**src/hw/rtl/wgm_pkg.sv**
```systemverilog
`timescale 1ns / 1ps
// Wildcard glob matcher: shared constants, types and helper functions.
// Depends on nothing; used by every other file of the block.
package wgm_pkg;

    localparam int PATTERN_DEPTH = 32;
    localparam int CHAR_BITS     = 16;
    localparam int IDX_W         = 5;
    localparam int LEN_W         = 6;
    localparam int CFG_IDX_W     = 2;
    localparam int CFG_DATA_W    = 6;

    localparam logic [31:0] STAR_CODE  = 32'h0000_002A;
    localparam logic [31:0] QUERY_CODE = 32'h0000_003F;
    localparam logic [31:0] END_CODE   = 32'h0000_0000;

    typedef enum logic [1:0] {
        KIND_PATTERN = 2'd0,
        KIND_TEXT    = 2'd1,
        KIND_END     = 2'd2
    } t_kind;

    typedef enum logic [CFG_IDX_W-1:0] {
        REG_PATTERN_LENGTH   = 2'd0,
        REG_CASE_INSENSITIVE = 2'd1
    } t_reg_idx;

    // Per-transaction controls broadcast to every cell
    typedef struct packed {
        logic write;
        logic step;
        logic rearm;
        logic fold_en;
    } t_cell_ctl;

    // Signals rippled from one cell to the next
    typedef struct packed {
        logic live;    // position is inside the pattern in effect
        logic pre_c;   // star closure before the step
        logic hit;     // character consumed, activates the next position
        logic post_c;  // star closure after the step
    } t_link;

    function automatic logic [31:0] fold_char(input logic [31:0] c, input logic en);
        logic [31:0] r;
        r = c;
        if (en && c >= 32'h41 && c <= 32'h5A) begin
            r = c + 32'h20;
        end
        return r;
    endfunction

endpackage

```
**src/hw/rtl/wgm_if.sv**
```systemverilog
`timescale 1ns / 1ps
// Wildcard glob matcher: valid/ready channel interfaces for input items and results.
// Depends on wgm_pkg for field widths.
interface wgm_in_if #(
    parameter int CHAR_BITS = wgm_pkg::CHAR_BITS
);
    logic                        valid;
    logic                        ready;
    logic [1:0]                  kind;
    logic [wgm_pkg::IDX_W-1:0]   pattern_index;
    logic [CHAR_BITS-1:0]        char_value;

    modport source (output valid, kind, pattern_index, char_value, input ready);
    modport sink   (input valid, kind, pattern_index, char_value, output ready);
endinterface

interface wgm_out_if;
    logic valid;
    logic ready;
    logic matched;

    modport source (output valid, matched, input ready);
    modport sink   (input valid, matched, output ready);
endinterface

```
**src/hw/rtl/wgm_cell.sv**
```systemverilog
`timescale 1ns / 1ps
// Wildcard glob matcher: one pattern position (stored character and active bit).
// Depends on wgm_pkg; instantiated in a row by wildcard_glob_matcher.
module wgm_cell #(
    parameter int POS       = 0,
    parameter int CHAR_BITS = wgm_pkg::CHAR_BITS
) (
    input  logic                      i_clk,
    input  logic                      i_rst_n,
    input  wgm_pkg::t_cell_ctl        i_ctl,
    input  logic [wgm_pkg::IDX_W-1:0] i_wr_idx,
    input  logic [CHAR_BITS-1:0]      i_char,
    input  logic [31:0]               i_char_fold,
    input  logic                      i_in_range,
    input  wgm_pkg::t_link            i_link,
    output wgm_pkg::t_link            o_link,
    output logic                      o_end
);

    logic [CHAR_BITS-1:0] r_entry;
    logic                 r_act;

    logic is_star, is_query, is_zero, live, pre, nxt, post, eq;

    always_comb begin
        is_star  = (32'(r_entry) == wgm_pkg::STAR_CODE);
        is_query = (32'(r_entry) == wgm_pkg::QUERY_CODE);
        is_zero  = (32'(r_entry) == wgm_pkg::END_CODE);
        eq       = (wgm_pkg::fold_char(32'(r_entry), i_ctl.fold_en) == i_char_fold);
        live     = i_link.live & i_in_range & ~is_zero;
        pre      = r_act | i_link.pre_c;
        nxt      = (pre & is_star & live) | i_link.hit;
        post     = nxt | i_link.post_c;

        o_link.live   = live;
        o_link.pre_c  = pre & is_star & live;
        o_link.hit    = pre & live & ~is_star & (is_query | eq);
        o_link.post_c = post & is_star & live;
        // first position past the pattern in effect
        o_end         = i_link.live & ~live & pre;
    end

    always_ff @(posedge i_clk) begin
        if (i_ctl.write && (32'(i_wr_idx) == 32'(POS))) begin
            r_entry <= i_char;
        end
    end

    always_ff @(posedge i_clk) begin
        if (!i_rst_n) begin
            r_act <= 1'(POS == 0);
        end else if (i_ctl.rearm) begin
            r_act <= 1'(POS == 0);
        end else if (i_ctl.step) begin
            r_act <= post;
        end
    end

endmodule

```
**src/hw/rtl/wildcard_glob_matcher.sv**
```systemverilog
`timescale 1ns / 1ps
// Wildcard glob matcher top level: config registers, cell row and result register.
// Depends on wgm_pkg, wgm_if (wgm_in_if, wgm_out_if) and wgm_cell.
//
//  Port      Dir  Handshake    Payload
//  i_item    in   valid/ready  kind, pattern_index, char_value
//  o_result  out  valid/ready  matched
//  i_cfg_*   in   write enable register index, data
//
// One transaction per cycle; every item is handled in the cycle it is accepted.
// The active set ripples through the cell row in that cycle (one cell per position).
// An end item's result sits in one output register; input stalls only while that
// register is full and not being taken. Synchronous active-low reset; no clearing pass.
module wildcard_glob_matcher #(
    parameter int PATTERN_DEPTH = wgm_pkg::PATTERN_DEPTH,
    parameter int CHAR_BITS     = wgm_pkg::CHAR_BITS
) (
    input  logic                           i_clk,
    input  logic                           i_rst_n,
    wgm_in_if.sink                         i_item,
    wgm_out_if.source                      o_result,
    input  logic                           i_cfg_we,
    input  logic [wgm_pkg::CFG_IDX_W-1:0]  i_cfg_idx,
    input  logic [wgm_pkg::CFG_DATA_W-1:0] i_cfg_data
);

    logic [wgm_pkg::LEN_W-1:0] r_pattern_length;
    logic                      r_case_insensitive;
    logic                      r_tail;
    logic                      r_out_valid;
    logic                      r_matched;

    wgm_pkg::t_cell_ctl       w_ctl;
    wgm_pkg::t_link           w_link [PATTERN_DEPTH:0];
    logic [PATTERN_DEPTH-1:0] w_in_range;
    logic [PATTERN_DEPTH-1:0] w_end;
    logic [31:0]              w_char_fold;
    logic                     w_in_accept;
    logic                     w_end_tail;
    logic                     w_result;
    logic                     w_tail_post;

    assign i_item.ready   = ~r_out_valid | o_result.ready;
    assign w_in_accept    = i_item.valid & i_item.ready;
    assign o_result.valid = r_out_valid;
    assign o_result.matched = r_matched;

    always_ff @(posedge i_clk) begin
        if (!i_rst_n) begin
            r_pattern_length   <= '0;
            r_case_insensitive <= 1'b1;
        end else if (i_cfg_we) begin
            unique case (i_cfg_idx)
                wgm_pkg::REG_PATTERN_LENGTH:   r_pattern_length   <= i_cfg_data;
                wgm_pkg::REG_CASE_INSENSITIVE: r_case_insensitive <= i_cfg_data[0];
                default: ;
            endcase
        end
    end

    always_comb begin
        w_ctl         = '0;
        w_ctl.fold_en = r_case_insensitive;
        if (w_in_accept) begin
            unique case (i_item.kind)
                wgm_pkg::KIND_PATTERN: w_ctl.write = 1'b1;
                wgm_pkg::KIND_TEXT:    w_ctl.step  = 1'b1;
                wgm_pkg::KIND_END:     w_ctl.rearm = 1'b1;
                default: ;
            endcase
        end
    end

    assign w_char_fold = wgm_pkg::fold_char(32'(i_item.char_value), r_case_insensitive);
    assign w_link[0]   = '{live: 1'b1, pre_c: 1'b0, hit: 1'b0, post_c: 1'b0};

    for (genvar g = 0; g < PATTERN_DEPTH; g++) begin : g_cell
        assign w_in_range[g] = (32'(g) < 32'(r_pattern_length));

        wgm_cell #(
            .POS       (g),
            .CHAR_BITS (CHAR_BITS)
        ) u_cell (
            .i_clk       (i_clk),
            .i_rst_n     (i_rst_n),
            .i_ctl       (w_ctl),
            .i_wr_idx    (i_item.pattern_index),
            .i_char      (i_item.char_value),
            .i_char_fold (w_char_fold),
            .i_in_range  (w_in_range[g]),
            .i_link      (w_link[g]),
            .o_link      (w_link[g+1]),
            .o_end       (w_end[g])
        );
    end

    // position PATTERN_DEPTH holds no character, only an active bit
    assign w_end_tail  = w_link[PATTERN_DEPTH].live & (r_tail | w_link[PATTERN_DEPTH].pre_c);
    assign w_tail_post = w_link[PATTERN_DEPTH].hit | w_link[PATTERN_DEPTH].post_c;
    assign w_result    = (|w_end) | w_end_tail;

    always_ff @(posedge i_clk) begin
        if (!i_rst_n) begin
            r_tail <= 1'b0;
        end else if (w_ctl.rearm) begin
            r_tail <= 1'b0;
        end else if (w_ctl.step) begin
            r_tail <= w_tail_post;
        end
    end

    always_ff @(posedge i_clk) begin
        if (!i_rst_n) begin
            r_out_valid <= 1'b0;
        end else if (w_ctl.rearm) begin
            r_out_valid <= 1'b1;
        end else if (o_result.ready) begin
            r_out_valid <= 1'b0;
        end
    end

    always_ff @(posedge i_clk) begin
        if (w_ctl.rearm) begin
            r_matched <= w_result;
        end
    end

`ifndef NO_ASSERTIONS
    a_no_overrun: assert property (@(posedge i_clk) disable iff (!i_rst_n)
        (r_out_valid && !o_result.ready) |-> !w_in_accept)
        else $error("transaction accepted while result register full");

    a_end_gives_result: assert property (@(posedge i_clk) disable iff (!i_rst_n)
        (i_rst_n && w_ctl.rearm) |=> r_out_valid)
        else $error("end transaction produced no result");

    a_rearm_clears_tail: assert property (@(posedge i_clk) disable iff (!i_rst_n)
        (i_rst_n && w_ctl.rearm) |=> !r_tail)
        else $error("rearm left final position active");

    a_single_end: assert property (@(posedge i_clk) disable iff (!i_rst_n)
        w_ctl.rearm |-> $onehot0({w_end, w_end_tail}))
        else $error("more than one pattern end position");
`endif

endmodule
```
**src/flat_wrapper.sv**
```systemverilog
// flat-port wrapper written by rule: the top's interface ports become plain ports
module wildcard_glob_matcher_flat 
#(
    parameter int PATTERN_DEPTH = wgm_pkg::PATTERN_DEPTH,
    parameter int CHAR_BITS     = wgm_pkg::CHAR_BITS
)
  (i_clk, i_rst_n, i_cfg_we, i_cfg_idx, i_cfg_data, i_item_valid, i_item_kind, i_item_pattern_index, i_item_char_value, i_item_ready, o_result_valid, o_result_matched, o_result_ready);
  wgm_in_if #(.CHAR_BITS(CHAR_BITS)) i_item_i ();
  wgm_out_if o_result_i ();
  input  logic i_clk;
  input  logic i_rst_n;
  input  logic i_cfg_we;
  input  logic [wgm_pkg::CFG_IDX_W-1:0] i_cfg_idx;
  input  logic [wgm_pkg::CFG_DATA_W-1:0] i_cfg_data;
  input wire logic [$bits(i_item_i.valid)-1:0] i_item_valid;
  input wire logic [$bits(i_item_i.kind)-1:0] i_item_kind;
  input wire logic [$bits(i_item_i.pattern_index)-1:0] i_item_pattern_index;
  input wire logic [$bits(i_item_i.char_value)-1:0] i_item_char_value;
  output wire logic [$bits(i_item_i.ready)-1:0] i_item_ready;
  output wire logic [$bits(o_result_i.valid)-1:0] o_result_valid;
  output wire logic [$bits(o_result_i.matched)-1:0] o_result_matched;
  input wire logic [$bits(o_result_i.ready)-1:0] o_result_ready;
  assign i_item_i.valid = i_item_valid;
  assign i_item_i.kind = i_item_kind;
  assign i_item_i.pattern_index = i_item_pattern_index;
  assign i_item_i.char_value = i_item_char_value;
  assign i_item_ready = i_item_i.ready;
  assign o_result_valid = o_result_i.valid;
  assign o_result_matched = o_result_i.matched;
  assign o_result_i.ready = o_result_ready;
  wildcard_glob_matcher #(.PATTERN_DEPTH(PATTERN_DEPTH), .CHAR_BITS(CHAR_BITS)) u_core (.i_clk(i_clk), .i_rst_n(i_rst_n), .i_item(i_item_i), .o_result(o_result_i), .i_cfg_we(i_cfg_we), .i_cfg_idx(i_cfg_idx), .i_cfg_data(i_cfg_data));
endmodule
```
**config.mk**
```make
export PLATFORM = sky130hd
export DESIGN_NAME = wildcard_glob_matcher_flat
export DESIGN_NICKNAME = d
export VERILOG_FILES = /design/src/hw/rtl/wgm_pkg.sv /design/src/hw/rtl/wgm_if.sv /design/src/hw/rtl/wgm_cell.sv /design/src/hw/rtl/wildcard_glob_matcher.sv /design/src/flat_wrapper.sv
export SDC_FILE = /design/constraint.sdc
export NUM_CORES = 1
export LEC_CHECK = 0
export ABC_AREA = 0
export BUFFER_PORTS_ARGS = -buffer_cell sky130_fd_sc_hd__buf_4
export CORE_MARGIN = 5
export CORE_UTILIZATION = 30
export CTS_CLUSTER_SIZE = 20
export DETAILED_ROUTE_END_ITERATION = 7
export PLACE_DENSITY_LB_ADDON = 0.08
export SLEW_MARGIN = 20
export SYNTH_ARGS = -nofsm -noshare
export SYNTH_HDL_FRONTEND = slang
export SYNTH_HIERARCHICAL = 1
export SYNTH_SLANG_ARGS = --single-unit
```
**constraint.sdc**
```tcl
create_clock -name i_clk -period 17.1 [get_ports i_clk]
set_input_delay 1.71 -clock i_clk [delete_from_list [all_inputs] [get_ports i_clk]]
set_output_delay 1.71 -clock i_clk [all_outputs]
set_load 0.05 [all_outputs]
```
==> run metrics, run 1 <==
status=completed; most frequent cell after synthesis=xnor2_1; TritonCTS sink count=554; wire per inst=22.36 um; Port-buffer cells=38; initial core utilization=30.22%; DIE WIDTH=352.3 um; library cells used by synthesis=57; CP max FO=19; Clock Tree Root=clkbuf_16; TritonCTS clock tree=yes; Synth top cells by count=xnor2_1 (544), edfxtp_1 (513), nor4_1 (237); Power Density=76.83 nW/um^2; height of the chip=352.3 um; Clock Tree Buf Depth=3; RR Endpoint=u_core/o_result.matched; Setup crit end kind=flop; crit path DAT=16.39 ns; Pre-antenna DRT Iters=6; final setup vio count=0; worst slack at placement=0.1387 ns; row count=125; IO Pins=39; Hold Path Sink=u_core/g_cell[0].u_cell/r_act; FF-to-FF path depth=70; initial antenna violation count=6; Synth top area share=43.81%; Layout area overhead=21.82%; Hold Path Origin=u_core/g_cell[0].u_cell/r_act; Worst-path clk slew=0.06 ns; cell taking the most area after synthesis=edfxtp_1; Area contributors post-synth=edfxtp_1 (44%), xnor2_1 (14%), nor4_1 (4.2%), nor3_2 (2.7%), nor4b_2 (2.6%); Core Region=116,400 um^2; Filler cells=11,530; Rel. slew slack=36.65%; Min-Delay Path Depth=2; first-pass GRT wire length=178,000 um; final worst-path setup slack=1.223 ns; Remaining DRCs=0; Avg Cell Area, Syn=11.39 um^2; H-Tree Depth=3; GP Congestion=0.8330; hold_buf cts=0; total of max-cap violations=0; All-Layer GR Usage=19.08%; synthesized area=35,160 um^2; layout cells sized above 1=18.94%; CTS buffer count=69; worst skew pair latency=0.62 ns; Main synth FF type=edfxtp_1; register area share after synthesis=46.15%; RSZ-0062 raised after global routing=true; Max IR drop VDD=0.07527 mV; reg-to-reg slack, setup=1.47 ns; DR iter-0 viols=1,801; dpl hpwl=83,520 um; Vias=26,980; post-route ant nets=0; fin. max-slew vios=0; vias in the first global route=26,450; WS Path Type=in2reg; Worst path most repeated cell=nor4_1; Critical Path RT=17.61 ns; FFs w/ async S/R, synth=0%; Post-synth EDFFs=513; Startpoint Class=input pin; DP Cell Count=5,281; Tcrit/Tclk final=92.85%; Final Skew=0.01582 ns; final net count=3,902; vias per cell=4.986; largest net degree at the start of global routing=66; cell count after synthesis=3,087; max incr delay on CP=0.52 ns; Yosys reg bits=554; Final min period=15.88 ns; Total Wirelength=121,000 um; static leakage power=0.01366 uW; FF-to-FF Start=u_core/g_cell[0].u_cell/r_entry[2]; Overflow after GRT=0; warnings from Yosys=6; non-filler cells, final=5,412; f_max=62.98 MHz; worst hold path type=reg2reg; Slowest cell on crit path=or4_1; Final Hold Viols=0; total die area=124,100 um^2; slew of the pin with the lowest slew margin=0.9415 ns
==> placed cells by master (no fill, tap or decap), drive strengths merged, types with 93 or more instances in the layout <==
master and count:
nand3 97, nand4 134, conb 518, nor3 169, inv 100, nor2 239, nand2 153, edfxtp 513
clkbuf 93, nor4 237, xnor2 544, buf 208, o21ai 137
==> area by class of cell <==
type / instances / area (um^2) / area share [%]
antenna: 3 / 7.507 / 0.01753
clock buffer: 93 / 1942 / 4.534
clock inverter: 30 / 349.1 / 0.8150
inverter: 100 / 375.4 / 0.8764
multi-input combinational: 2900 / 20430 / 47.71
sequential: 554 / 16230 / 37.89
tap: 1524 / 1907 / 4.452
timing repair buffer: 208 / 1587 / 3.704
==> worst max path at each step <==
stage | start | end | slack [ns] | cells after the start
floorplan | u_core/g_cell[0].u_cell/r_entry[0] | u_core/o_result.matched | 0.77 | 70
global placement | i_item_char_value[6] | u_core/r_tail | 0.03 | 83
detailed placement | u_core/g_cell[0].u_cell/r_entry[0] | u_core/o_result.matched | 0.14 | 71
CTS | u_core/g_cell[0].u_cell/r_entry[2] | u_core/o_result.matched | 0.03 | 71
global route | i_item_char_value[9] | u_core/r_tail | -0.19 | 84
finish | i_item_char_value[9] | u_core/r_tail | 1.22 | 84
==> stage by stage <==
step | hold slack, ns | power [uW] | setup TNS, ns | area [um^2] | utilization (%)
after floorplan | 0.4812 | 1671 | 0 | 37100 | -
after global placement | 0.5064 | 1814 | 0 | 40400 | 34.72
after detailed placement | 0.5063 | 1812 | 0 | 40410 | 34.73
after CTS | 0.5227 | 3340 | 0 | 42700 | 36.69
after global routing | 0.5483 | 3416 | -0.3599 | 42830 | 36.81
final | 0.5264 | 3291 | 0 | 42830 | 36.81
==> sequential cells by signal, indices dropped and copies added (netlist names) <==
signal / flops
u_core/g_cell.u_cell/r_act: 32
u_core/g_cell.u_cell/r_entry: 512
u_core/o_result.matched: 1
u_core/o_result.valid: 1
u_core/r_case_insensitive: 1
u_core/r_pattern_length: 6
u_core/r_tail: 1
==> where the power goes <==
part           internal (uW)  switching (uW)  total, uW  leakage (uW)
Sequential              1490            7.54       1500       0.00495
Combinational           93.0             196        289       0.00759
Clock                    915             591       1510       0.00112
==> cells by family after synthesis <==
| logic type | after synthesis | synth area share (%) |
|---|---|---|
| simple gates | 1423 | 27.33 |
| flops | 554 | 46.15 |
| xor+xnor | 544 | 13.55 |
| compound gates | 373 | 9.573 |
| buf+inv | 149 | 1.932 |
| fa+ha+maj | 33 | 1.174 |
| mux | 9 | 0.2705 |
| other cells | 2 | 0.02136 |
==> routing by layer <==
layer	up-vias	routed length, um	track usage (%)
li1	13090	-	-
met1	13250	58380	26.94
met2	508	53770	30.03
met3	140	4923	2.679
met4	0	3926	6.593
met5	-	0	0
==> worst max-delay path, delay by kind of cell <==
family / cells / cell delay [ns]
and+or+nand+nor: 69 / 11.95
buffers and inverters: 11 / 1.80
AOI/OAI and AO/OA: 3 / 0.55
muxes: 1 / 0.35
==> timing repair <==
item	CTS	global route
setup buffers	0	5
setup endpoints to repair	0	5
gates resized for setup	0	26
Power figures use the tool's default switching activity.
==> run 2, diff against run 1 <==
Settings changed: ABC_AREA 0 to 1, CTS_BUF_LIST from default to sky130_fd_sc_hd__clkbuf_16.
==> run 2 against run 1 <==
Compared with the run above:
- clock skew increased by 0.020 ns
- synthesized area increased by 11%
- cell area increased by 8.6%
- critical path depth decreased by 6
- highest routed layer unchanged
==> run metrics, run 2 <==
first-pass GRT wire length=203,800 um (+14%); post-CTS setup buffer count=0 (unchanged); setup_tns=0 ns (unchanged); GP Congestion=0.8178 (-1.8%); Power Density=74.34 nW/um^2 (-3.2%); max incr delay on CP=0.40 ns (-0.12 ns); Sw Share=25.70% (+1.6 points); Post-synth EDFFs=513 (unchanged); All-Layer GR Usage=19.99% (+0.91 points); area occupied by multi-input gates=22,430 um^2 (+9.8%); storage element area=16,230 um^2 (unchanged); DIE WIDTH=370.1 um (+5.0%); Final min period=14.16 ns (-1.714 ns); TritonCTS sink count=554 (unchanged); DR iter-0 viols=2,225 (+24%); Area contributors post-synth=edfxtp_1 (40%), nor2_1 (11%), nand2_1 (8.2%), xor2_1 (6.5%), inv_1 (5.1%); height of the chip=370.1 um (+5.0%); initial antenna violation count=7 (+1); Total Wirelength=138,600 um (+15%); Synth top area share=39.59% (-4.2 points); biggest regs=u_core/g_cell.u_cell/r_entry (512), u_core/g_cell.u_cell/r_act (32), u_core/r_pattern_length (6); post-route ant nets=0 (unchanged); Worst-path clk slew=0.06 ns (about the same); Logic pwr share=9.0% (+0.2 points); Reg power frac=43.4% (-2.0 points); hold_buf cts=0 (unchanged); Final Hold Viols=0 (unchanged); worst skew pair latency=0.65 ns (+0.03 ns); Worst path most repeated cell=nor2_1; Rel. slew slack=33.67% (-3.0 points); RSZ-0062 raised after global routing=false; TritonCTS clock tree=yes; Clock Tree Root=clkbuf_16; row count=132 (+5.6%); crit path DAT=14.74 ns (-1.65 ns); CP max FO=34 (+15); Critical Path RT=17.68 ns (+0.07 ns); initial core utilization=30.12% (-0.090 points); Min-Delay Path Depth=2 (unchanged); Top reg by flops=u_core/g_cell.u_cell/r_entry; number of flip-flops under the largest register name=512 (unchanged); layout cells sized above 1=14.14% (-4.8 points); clock power share=47.6% (+1.8 points); fin. max-slew vios=0 (unchanged); worst hold path type=reg2reg; wire per inst=18.73 um (-16%); Main synth FF type=edfxtp_1; Final Skew=0.03594 ns (+0.02012 ns); vias in the first global route=31,400 (+19%); total die area=137,000 um^2 (+10%); final setup vio count=0 (unchanged); Avg Cell Area, Syn=7.914 um^2 (-31%); commonest non-fill, non-tap cell in the layout=nor2_1; WS Path Type=in2reg; status=completed; commonest cells after routing, fill and taps aside=nor2_1 (1,091), nand2_1 (845), inv_1 (538), conb_1 (517), edfxtp_1 (513); Remaining DRCs=0 (unchanged); RR Endpoint=u_core/o_result.matched; largest net degree at the start of global routing=64 (-3.0%); CTS buffer count=75 (+8.7%); CTS resizes=0 (unchanged); reg-to-reg slack, setup=3.43 ns (+1.96 ns); Final Instance Area=46,500 um^2 (+8.6%); register area share after synthesis=41.70% (-4.4 points); most frequent cell after synthesis=nor2_1; internal power=2568 uW (+2.9%); worst slack at placement=2.377 ns (+2.238 ns); static leakage power=0.01907 uW (+40%); cell count after synthesis=4,916 (+59%); Critical Path Source=i_item_char_value[7]; library cells used by synthesis=40 (-30%); FF-to-FF Start=u_core/r_pattern_length[5]; Pre-antenna DRT Iters=5 (-1); slew of the pin with the lowest slew margin=0.9939 ns (+0.05238 ns); synthesized area=38,910 um^2 (+11%); Placed Area=43,940 um^2 (+8.8%); cell taking the most area after synthesis=edfxtp_1; FFs w/ async S/R, synth=0% (unchanged); Setup crit end kind=flop; Layout area overhead=19.51%; f_max=70.61 MHz (+12%); Overflow after GRT=0 (unchanged); CP Capture Point=u_core/r_tail; final worst-path setup slack=2.937 ns (+1.714 ns); warnings from Yosys=6 (unchanged); Yosys reg bits=554 (unchanged); NetSw=888.3 uW (+12%); Clock Tree Buf Depth=3 (unchanged); Max IR drop VDD=0.06572 mV (-13%); H-Tree Depth=3 (unchanged); IO Pins=39 (unchanged); Core Region=129,200 um^2 (+11%); Startpoint Class=input pin; final net count=5,659 (+45%); FF-to-FF path depth=136 (+94%); Port-buffer cells=38 (unchanged); Slowest cell on crit path=nand2_4; vias per cell=4.487 (-10%); Vias=33,190 (+23%); Tcrit/Tclk final=82.82% (-10 points); total of max-cap violations=0 (unchanged); dpl hpwl=97,520 um (+17%); Filler cells=13,640 (+18%); Synth top cells by count=nor2_1 (1,092), nand2_1 (847), inv_1 (527)
run 2: cell count changes after synthesis, sizes merged, moves of 74 or more:
cell,delta
nand3,+298
nand2,+823
xor2,+288
nor2,+1017
xnor2,-352
inv,+464
nor4,-235
o21ai,-84
a21oi,+74
run 2: cells by family after synthesis:
kind of cell / Yosys count / synth area share [%]
adders and majority gates: 33 / 1.061
other: 2 / 0.01930
AOI/OAI and AO/OA: 231 / 4.055
DFF: 554 / 41.70
buffers and inverters: 605 / 6.155
xor gates and xnor gates: 480 / 10.81
and+or+nand+nor: 3011 / 36.20
run 2: final cells by class:
type,instances,share of cell area [%]
multi-input combinational,4272,48.23
sequential,554,34.90
tap,1742,4.687
inverter,564,4.558
clock buffer,78,4.198
timing repair buffer,123,2.120
clock inverter,60,1.278
antenna,4,0.02153
run 2: critical path, delay by kind of cell:
family / cells / cell delay (ns)
AO/OA/AOI/OAI: 34 / 8.00
buffers and inverters: 3 / 0.63
AND/OR/NAND/NOR: 41 / 4.31
run 2: metrics by stage:
stage / util (%) / hold slack, ns / total power (uW) / cells
after floorplan: - / 0.4396 / 1687 / 5431
after global placement: 34.02 / 0.4656 / 1839 / 7255
after detailed placement: 34.02 / 0.4646 / 1838 / 7255
after CTS: 36.00 / 0.4729 / 3513 / 7393
after global routing: 36.00 / 0.4963 / 3596 / 7393
final: 36.00 / 0.4784 / 3457 / 7397
run 2: worst min-delay path by stage:
stage	slack (ns)	to	startpoint
after floorplan	0.44	u_core/r_tail	u_core/r_tail
after global placement	0.47	u_core/r_tail	u_core/r_tail
after detailed placement	0.46	u_core/r_tail	u_core/r_tail
after CTS	0.47	u_core/r_tail	u_core/r_tail
after global routing	0.50	u_core/r_tail	u_core/r_tail
final	0.48	u_core/r_tail	u_core/r_tail
run 2: power groups by stage:
stage          sequential [uW]  clock [uW]  combinational, uW
2_1_floorplan             1530           0                161
3_3_place_gp              1530           0                312
3_5_place_dp              1530           0                312
4_1_cts                   1500        1700                313
5_1_grt                   1500        1750                345
6_report                  1500        1650                311
run 2: routing by layer:
layer	GRT usage [%]	vias up	share of wire, %
met2	32.62	701	45
met4	5.315	0	2.4
met3	2.836	154	4.7
li1	-	16950	-
met5	0	-	0
met1	27.82	15390	47
==> run 3, diff against run 2 <==
Settings changed: ABC_AREA 1 to 0.
Clock period 17.1 ns to 12.31 ns, I/O delays scaled along.
==> run 3 against run 2 <==
Compared with the run above:
- the flow now finishes with violations (negative setup slack)
- sequential cell count did not move
- critical path depth is 11 higher
- sequential share of layout area increased by 0.52 points
- sequential power is 39% higher
- setup slack worse by 4.9 ns
- global-route usage is 0.79 points lower
- routed wire length decreased by 12%
- cell area down 1.5%
- count of clock-buffer cells in the layout down 3
==> run metrics, run 3 (synthesis gave the netlist of run 1 again) <==
Final Skew=0.02742 ns (-0.008525 ns); total of max-cap violations=0 (unchanged); commonest non-fill, non-tap cell in the layout=buf_4; Hold Path Origin=u_core/g_cell[0].u_cell/r_act; row count=125 (-5.3%); final net count=4,248 (-25%); crit path DAT=14.77 ns (+0.03 ns); layout cells sized above 1=26.22% (+12 points); non-filler cells, final=5,762 (-22%); static leakage power=0.01572 uW (-18%); IO Pins=39 (unchanged); DP Cell Count=5,507 (-24%); Vias=28,190 (-15%); Worst-path clk slew=0.06 ns (about the same); Tcrit/Tclk final=116.1%; initial antenna violation count=9 (+2); Port-buffer cells=38 (unchanged); Total Wirelength=121,900 um (-12%); Startpoint Class=input pin; Min-Delay Path Depth=2 (unchanged); Clock Tree Root=clkbuf_16; Slowest cell on crit path=or4_4; Final Util=39.37% (+3.4 points); Max IR drop VDD=0.08264 mV (+26%); status=finished with violations; Hold WS=0.5292 ns (+0.05080 ns); DR iter-0 viols=1,682 (-24%); worst hold path type=reg2reg; Critical Path RT=12.79 ns (-4.89 ns); wire per inst=21.16 um (+13%); slew of the pin with the lowest slew margin=1.057 ns (+0.06269 ns); Pwr Total=4575 uW (+32%); GP Congestion=0.8033 (-1.8%); vias per cell=4.892 (+9.0%); RSZ-0062 raised after global routing=true; dpl hpwl=82,610 um (-15%); fin. max-slew vios=0 (unchanged); commonest cells after routing, fill and taps aside=buf_4 (548), xnor2_1 (544), conb_1 (518), edfxtp_1 (513), nor2_1 (204); Critical Path Source=i_item_char_value[0]; Power Density=99.86 nW/um^2 (+34%); Clock Tree Buf Depth=3 (unchanged); Rel. slew slack=29.33% (-4.3 points); largest net degree at the start of global routing=66 (+3.1%); Final min period=14.30 ns; Pre-antenna DRT Iters=5 (unchanged); Overflow after GRT=0 (unchanged); f_max=69.94 MHz; DIE WIDTH=352.3 um (-4.8%); hold_buf cts=0 (unchanged); initial core utilization=30.22% (+0.090 points); cell count along the critical path=89 (+14%); worst skew pair latency=0.64 ns (about the same); final worst-path setup slack=-1.988 ns (-4.925 ns); Setup crit end kind=flop; TritonCTS sink count=554 (unchanged); Worst path most repeated cell=buf_4; total die area=124,100 um^2 (-9.4%); max incr delay on CP=0.54 ns (+0.14 ns); vias in the first global route=28,030 (-11%); FF-to-FF path depth=86 (-37%); first-pass GRT wire length=180,900 um (-11%); Remaining DRCs=0 (unchanged); H-Tree Depth=3 (unchanged); setup_tns=-8.952 ns (-8.952 ns); Core Region=116,400 um^2 (-9.9%); Final Hold Viols=0 (unchanged); cell family with most CP delay=simple AND/OR/NAND/NOR gates; FF-to-FF Start=u_core/g_cell[0].u_cell/r_entry[2]; All-Layer GR Usage=19.20% (-0.79 points); Top reg by flops=u_core/g_cell.u_cell/r_entry; number of flip-flops under the largest register name=512 (unchanged); TritonCTS clock tree=yes; post-route ant nets=0 (unchanged); Filler cells=11,410 (-16%); Layout area overhead=30.31%; final setup vio count=8 (+8); CP max FO=4 (-88%); WS Path Type=in2reg; CTS buffer count=71 (-5.3%); biggest regs=u_core/g_cell.u_cell/r_entry (512), u_core/g_cell.u_cell/r_act (32), u_core/r_pattern_length (6); height of the chip=352.3 um (-4.8%); WP buf/inv=28 (+25); failing checks=negative setup slack
==> run 3: cell types whose count changed in the layout (fill, tap and decap cells not counted), moves of 197 or more <==
cell,before,now
buf_4,118,548
nor4_1,1,198
nand2_1,845,152
nor2_1,1091,204
xnor2_1,192,544
nand3_1,363,97
xor2_1,288,0
inv_1,538,119
==> run 3: worst paths after layout <==
kind	end	slack, ns
min reg2reg	u_core/g_cell[0].u_cell/r_act	0.53
min	u_core/g_cell[0].u_cell/r_act	0.53
max reg2reg	u_core/g_cell[26].u_cell/r_act	-1.58
max	u_core/g_cell[26].u_cell/r_act	-1.99
==> run 3: worst min-delay path: cells and delay by family, from the launching register on <==
| family | cells | cell delay, ns |
|---|---|---|
| AO/OA/AOI/OAI | 1 | 0.08 |
| flip-flops | 1 | 0.35 |
| AND/OR/NAND/NOR | 1 | 0.07 |
==> run 3: report_power, final <==
group	internal [uW]	switching, uW
combinational	142	272
sequential	2070	10.8
clock	1240	839
total	3450	1120
==> run 3: timing repair <==
item,in CTS,in global routing
setup endpoints to repair,10,13
buffers inserted,119,20
pin swaps,15,14
gates resized for setup,47,35
==> run 3: through the flow <==
stage          setup slack, ns  instance area, um^2
6_report                -1.988                45820
5_1_grt                 -2.902                45810
4_1_cts                 -1.945                45550
3_5_place_dp            -3.554                42120
3_3_place_gp            -3.108                42100
2_1_floorplan           -2.630                37110
==> run 3: layout make-up <==
class	instances	area [um^2]	area share, %
Antenna cell	1	2.502	0.005462
Clock buffer	75	1877	4.096
Clock inverter	56	431.7	0.9422
Inverter	100	375.4	0.8193
Multi-Input combinational cell	2900	20820	45.44
Sequential cell	554	16230	35.42
Tap cell	1524	1907	4.162
Timing Repair Buffer	552	4177	9.116
==> run 3: routing by layer <==
layer / track usage, % / share of wire, % / vias to the layer above
met1: 26.78 / 48 / 13710
met3: 3.310 / 5.0 / 145
met4: 5.310 / 2.5 / 0
met5: 0 / 0 / -
li1: - / - / 13790
met2: 30.79 / 45 / 543
